===== config.mk =====
export PLATFORM = sky130hd
export DESIGN_NAME = bms_cell
export DESIGN_NICKNAME = d
export VERILOG_FILES = /design/src/bms_pkg.sv /design/src/bms_cell.sv
export SDC_FILE = /design/constraint.sdc
export NUM_CORES = 1
export LEC_CHECK = 0
export ABC_AREA = 1
export ABC_CLOCK_PERIOD_IN_PS = 2800
export BUFFER_PORTS_ARGS = -buffer_cell sky130_fd_sc_hd__buf_2
export CAP_MARGIN = 40
export CORE_MARGIN = 4
export CORE_UTILIZATION = 28
export DETAILED_ROUTE_END_ITERATION = 8
export PLACE_DENSITY_LB_ADDON = 0.08
export SLEW_MARGIN = 20
export SYNTH_ARGS = -nofsm -noshare
export SYNTH_HDL_FRONTEND = slang
export SYNTH_SLANG_ARGS = --single-unit

===== constraint.sdc =====
create_clock -name clk -period 2.8 [get_ports clk]
set_input_delay 0.42 -clock clk [delete_from_list [all_inputs] [get_ports clk]]
set_output_delay 0.42 -clock clk [all_outputs]
set_load 0.05 [all_outputs]

===== src/bms_pkg.sv =====
// ----------------------------------------------------------------------------
// bms_pkg
// shared types and constants of the batch median sorter
// ----------------------------------------------------------------------------
package bms_pkg;

    localparam int SAMPLE_W            = 32;
    localparam int DEFAULT_MAX_SAMPLES = 64;

    typedef logic signed [SAMPLE_W-1:0] sample_t;

    // operation applied to every cell of the chain at once
    typedef enum logic [1:0] {
        CELL_HOLD,
        CELL_INSERT,
        CELL_SHIFT
    } cell_op_t;

    typedef enum logic {
        ST_IDLE,
        ST_SHIFT
    } state_t;

endpackage


===== src/bms_cell.sv =====
// ----------------------------------------------------------------------------
// bms_cell
// one slot of the sorted chain: holds a sample, inserts or shifts toward cell 0
// ----------------------------------------------------------------------------
module bms_cell (
    input  logic                clk,
    input  bms_pkg::cell_op_t   op,
    input  bms_pkg::sample_t    new_sample,
    input  logic                occupied,
    input  bms_pkg::sample_t    left_val,
    input  logic                left_gt,
    input  bms_pkg::sample_t    right_val,
    output bms_pkg::sample_t    val,
    output logic                gt
);

    bms_pkg::sample_t val_reg;
    bms_pkg::sample_t val_next;

    // empty slots count as larger than any sample
    assign gt  = !occupied || (val_reg > new_sample);
    assign val = val_reg;

    always_comb
    begin
        case (op)
            bms_pkg::CELL_INSERT:
            begin
                if (!gt)
                    val_next = val_reg;
                else if (left_gt)
                    val_next = left_val;
                else
                    val_next = new_sample;
            end
            bms_pkg::CELL_SHIFT:
                val_next = right_val;
            default:
                val_next = val_reg;
        endcase
    end

    always_ff @(posedge clk)
    begin
        val_reg <= val_next;
    end

endmodule


After elaboration in Yosys (flattened, before gate mapping):

Cells that the tools add are included.

* equal/unequal tests: 3
* muxes and demuxes: 3
* magnitude comparators: 1
* reductions and logical operators: 4

Operators with widths (number)
* 2-to-1 mux 32 bit: 2
* one-hot mux 32 bit (2 select lines): 1
* greater-than comparator 32 bit: 1
* equality test 2 x 1 -> 1 bit, second input constant: 1
* equality test 2 bit, second input constant: 1
* != test 2 bit, second input constant: 1
* AND reduction 2 bit: 1
* nonzero test 2 bit: 1
* zero test 1 bit: 1
* logical OR 1 bit: 1

* register bits: 32
* input bits: 101
* output and inout port bits: 33
* logic and storage cells: 12

Longest topological paths before layout:

* depth in word-level cells: 4
* gate-level depth with buffers: 18
* gate-level depth less buffers: 18

Worst setup path before layout:

OpenSTA, ideal clock, no wires.

* kind: reg-to-reg
* from: reg val_reg[31] (netlist: val[31])
* to: reg val_reg[0] (netlist: val[0]) (enable)
* stages on the path, launching flop included: 12
* period minus slack after synthesis: 3.036 ns
* buffers on the path: 0
* setup slack: -0.236 ns
* data required time: 2.411 ns
* setup time: 0.389 ns
* arrival time: 2.646 ns
* path through: edfxtp_1 -> ha_1 -> a21oi_1 -> o21a_2 -> nand2_1 -> a21oi_1 -> nand2_1 -> nand2_1 -> nand3_2 -> nand2_2 -> nand2_1 -> nand2_1

* cells in the longest elaborated chain, start to end: 4

RTL lines
* from (decl): RTL line bms_cell.sv:17 `bms_pkg::sample_t val_reg;`
* from (signal assigned): RTL line bms_cell.sv:45 `val_reg <= val_next;`
* greater-than comparator 32 bit: RTL line bms_cell.sv:21 `assign gt = !occupied || (val_reg > new_sample);`
* logical OR 1 bit: RTL line bms_cell.sv:21
* net gt: RTL line bms_cell.sv:14 `output logic gt`
* != test 2 bit (no source line)
* AND reduction 2 bit (no source line)

The timed path passes the listed nets, and every way through them passes these cells.
A chain may end at the register's enable or synchronous reset.

Worst setup path after layout:

* from: reg val_reg[22] (netlist: val[22])
* to: out gt

* cells in the longest elaborated chain, start to end: 2

RTL lines (RTL line)
* greater-than comparator 32 bit: bms_cell.sv:21
* logical OR 1 bit: bms_cell.sv:21
* to (decl): bms_cell.sv:14

No other way between the ends.

==> summary.md <==
| Metric | Value |
|---|---|
| First-pass GRT wire length | `10,500 um` |
| Area occupied by registers | `961 sq um` |
| Top achievable clock speed | `0.402 GHz` |
| Number of nets at the end of the flow | `559` |
| Number of antenna-violating nets in the routed design | `0` |
| Family with the most delay on the worst path | `simple AND/OR/NAND/NOR gates` |
| Number of buffers added to fix hold violations after cts | `0` |
| Post-synthesis area per instance | `8.61 sq um` |
| Level count of the clock H-tree | `2` |
| Main area contributors after synthesis | `sky130_fd_sc_hd__edfxtp_1 38%, sky130_fd_sc_hd__ha_1 16%, sky130_fd_sc_hd__nand2_1 11%` |
| Post-Synthesis Net Count | `427` |
| Share of final-layout standard cells stronger than drive strength 1 | `0.371` |
| Core box area | `8760 sq um` |
| Number of warning messages in the yosys log | `0` |
| Proportion of netlist area held by the largest area contributor | `0.379` |
| Pin count of the biggest net entering global routing | `29` |
| Drt first-iter violations | `39` |
| Number of global-route vias before repair | `2,292` |
| Fin crit share | `0.889` |
| Kind of path behind the tightest hold check | `in -> reg` |
| Transition time of the tightest slew-check pin | `512 ps` |
| Vert. Die Dim | `103 um` |
| Number of sinks on the clock net | `32` |
| Cell repeated most along the worst path | `sky130_fd_sc_hd__nand2_1` |
| Area of all placed cells without fillers | `3410 sq um` |
| PostCTS Resize Cnt | `0` |
| Antenna diode instance count | `0` |
| Total congestion overflow after global routing | `0` |
| Sequential power share | `0.403` |
| Largest voltage drop on the vdd net | `0.155 mV` |
| Setup repair after global routing missed its margin | `false` |
| Final number of max-transition violations | `0` |
| Net switching component of the power | `559 uW` |
| Flip-flop count of the largest register, all copies and words added | `32` |
| Internal Power | `960 uW` |
| CTS tree | `done` |
| Clock Tree Buf Depth | `2` |
| # DRC | `0` |
| Clock transition at path regs | `70 ps` |
| Clock latency at the later pin of the worst-skew pair | `280 ps` |
| Synthesized instance count | `294` |
| Worst slack, placed | `405 ps` |
| Die boundary width | `103 um` |
| Sw Share | `0.368` |
| Total of buffers placed on input and output ports | `133` |
| Wirelength, routed | `7060 um` |
| Final-layout fill cell count | `972` |
| Crit path buf inv count | `1` |
| Detail-routed via count per cell | `4.57` |
| Clock Power Share | `0.225` |
| Number of maximum-capacitance violations | `0` |
| Ratio of total power to cell area | `445 nW/um^2` |
| P&R area growth vs syn | `34.8%` |
| Critical-path cell with the highest stage delay | `sky130_fd_sc_hd__edfxtp_1` |
| Final Hold Vio Count | `0` |
| Number of buffers created by CTS | `5` |
| Number of core rows | `34` |
| Crit path setup slack, layout | `310 ps` |
| Synthesis-stage register bit count | `32` |
| Critical path peak fanout | `2` |
| Setup TNS | `0 ps` |
| Largest stage delay on the critical path | `410 ps` |
| Via count | `2,442` |
| Total Routing Usage GR | `0.129` |
| Max-Slew Margin vs Limit | `0.659` |
| Sequential cell area fraction in the yosys report | `0.379` |
| CP startpoint kind | `flip-flop` |
| Post-synthesis instance area | `2530 sq um` |
| Root buffer cell | `sky130_fd_sc_hd__clkbuf_8` |
| Status | `finished, final reports clean` |
| Kind of capture point of the worst setup path | `output port` |
| Min Tclk post-route | `2490 ps` |
| Worst clock skew on the final layout | `5.33 ps` |
| Netlist cell types | `23` |
| Chain of cells forming the critical path | `ha_1 -> nand2_1 -> nor2_1 -> nand4_2 -> nor2_2 -> nand2_1 -> nand3_1 -> nand3_2 -> nand2_2 -> buf_2` |
| Signal arrival time at the worst endpoint | `2070 ps` |
| I/O pin count | `134` |
| Initial antenna violation count | `0` |
| 1st-pass router iterations | `4` |
| Combinational share of power | `0.371` |
| Average wire per standard cell | `13.2 um` |
| DP Area | `3340 sq um` |
| Post-synth top area cell | `sky130_fd_sc_hd__edfxtp_1` |
| Area of the multi-input gates | `1360 sq um` |
| CP required | `2380 ps` |
| Lkg Pwr | `1.72 nW` |
| Final weighted congestion of routability-driven global placement | `0.732` |
| Critical setup path kind | `reg -> out` |
| Initial core utilization | `0.289` |
| Sum of net half-perimeters after detailed placement | `5760 um` |
| Area of the die | `10,600 sq um` |
| Number of buffers inserted to repair setup after CTS | `0` |
| Final setup fails | `0` |
-- routing by layer --
layer  routed length [um]  GRT usage
met1                 3090      0.158
met2                 3340      0.218
met3                  514     0.0318
met4                  120     0.0458
met5                    0          0
-- cell families (layout without fill, tap and decap cells) --
group                      Yosys count  in the layout  share of synthesized area
buffers and inverters               56            188                     0.0855
AOI/OAI and AO/OA                   81             81                      0.224
DFF                                 32             32                      0.379
and+or+nand+nor                     93             93                      0.153
adders and majority gates           32             32                      0.158
-- synth_stat cells --
cell type and number:
sky130_fd_sc_hd__a21o_1 1, sky130_fd_sc_hd__a21oi_1 14, sky130_fd_sc_hd__a31oi_1 2, sky130_fd_sc_hd__buf_1 1
sky130_fd_sc_hd__buf_2 5, sky130_fd_sc_hd__clkbuf_1 8, sky130_fd_sc_hd__edfxtp_1 32, sky130_fd_sc_hd__ha_1 32
sky130_fd_sc_hd__inv_1 39, sky130_fd_sc_hd__inv_2 3, sky130_fd_sc_hd__nand2_1 72, sky130_fd_sc_hd__nand2_2 2
sky130_fd_sc_hd__nand3_1 2, sky130_fd_sc_hd__nand3_2 1, sky130_fd_sc_hd__nand4_1 2, sky130_fd_sc_hd__nand4_2 1
sky130_fd_sc_hd__nor2_1 10, sky130_fd_sc_hd__nor2_2 2, sky130_fd_sc_hd__nor3_2 1, sky130_fd_sc_hd__o211ai_1 30
sky130_fd_sc_hd__o21a_1 31, sky130_fd_sc_hd__o21a_2 1, sky130_fd_sc_hd__o21ai_0 2
-- cells in the final DEF, fill, tap and decap left out, types with 2 or more instances in the layout --
cell / instances
sky130_fd_sc_hd__clkbuf_8: 5
sky130_fd_sc_hd__nand2_2: 4
sky130_fd_sc_hd__a31oi_1: 2
sky130_fd_sc_hd__buf_4: 5
sky130_fd_sc_hd__edfxtp_1: 32
sky130_fd_sc_hd__nor2_2: 2
sky130_fd_sc_hd__nor2_1: 10
sky130_fd_sc_hd__a21oi_1: 14
sky130_fd_sc_hd__ha_1: 32
sky130_fd_sc_hd__inv_2: 3
sky130_fd_sc_hd__nand4_1: 2
sky130_fd_sc_hd__inv_1: 39
sky130_fd_sc_hd__o21ai_0: 2
sky130_fd_sc_hd__nand3_1: 2
sky130_fd_sc_hd__buf_2: 133
sky130_fd_sc_hd__o21a_1: 31
sky130_fd_sc_hd__o211ai_1: 30
sky130_fd_sc_hd__nand2_1: 70
-- stage by stage --
step                total power [mW]  utilization  hold slack, ps  std cells
finish                          1.52        0.390             420        534
global route                    1.62        0.390             416        534
CTS                             1.55        0.390             410        534
detailed placement              1.20        0.381             707        527
global placement                1.19        0.381             709        527
floorplan                       1.01            -             620        294
-- power groups by stage --
stage	sequential [mW]	combinational [mW]	clock (mW)
floorplan	0.769	0.243	0
global placement	0.623	0.571	0
detailed placement	0.624	0.573	0
CTS	0.614	0.576	0.364
global route	0.617	0.628	0.378
finish	0.613	0.564	0.342
-- final cells by class --
class / count / area share
clock inverter: 1 / 0.00147
sequential: 32 / 0.281
multi-input combinational: 206 / 0.398
timing repair buffer: 139 / 0.212
inverter: 42 / 0.0462
tap: 108 / 0.0396
clock buffer: 6 / 0.0213
-- worst paths after layout --
kind,start,to,slack [ps],cells past startpoint
setup reg to reg,val[22]$_DFFE_PP_,val[17]$_DFFE_PP_,600,12
setup / recovery,val[22]$_DFFE_PP_,gt,310,10
hold reg to reg,val[31]$_DFFE_PP_,val[6]$_DFFE_PP_,1240,8
hold / removal,right_val[8],val[8]$_DFFE_PP_,420,2
-- worst reg2reg max path, stage by stage (launching register included) --
cell and delay (ps):
sky130_fd_sc_hd__edfxtp_1 410, sky130_fd_sc_hd__ha_1 290, sky130_fd_sc_hd__nand2_1 70, sky130_fd_sc_hd__nor2_1 170
sky130_fd_sc_hd__nand4_2 130, sky130_fd_sc_hd__nor2_2 140, sky130_fd_sc_hd__nand2_1 90, sky130_fd_sc_hd__nand3_1 90
sky130_fd_sc_hd__nand3_2 80, sky130_fd_sc_hd__nand2_2 60, sky130_fd_sc_hd__nand2_1 60, sky130_fd_sc_hd__nand2_2 90
sky130_fd_sc_hd__buf_4 230
No activity file was read; power rests on OpenSTA's default activity.
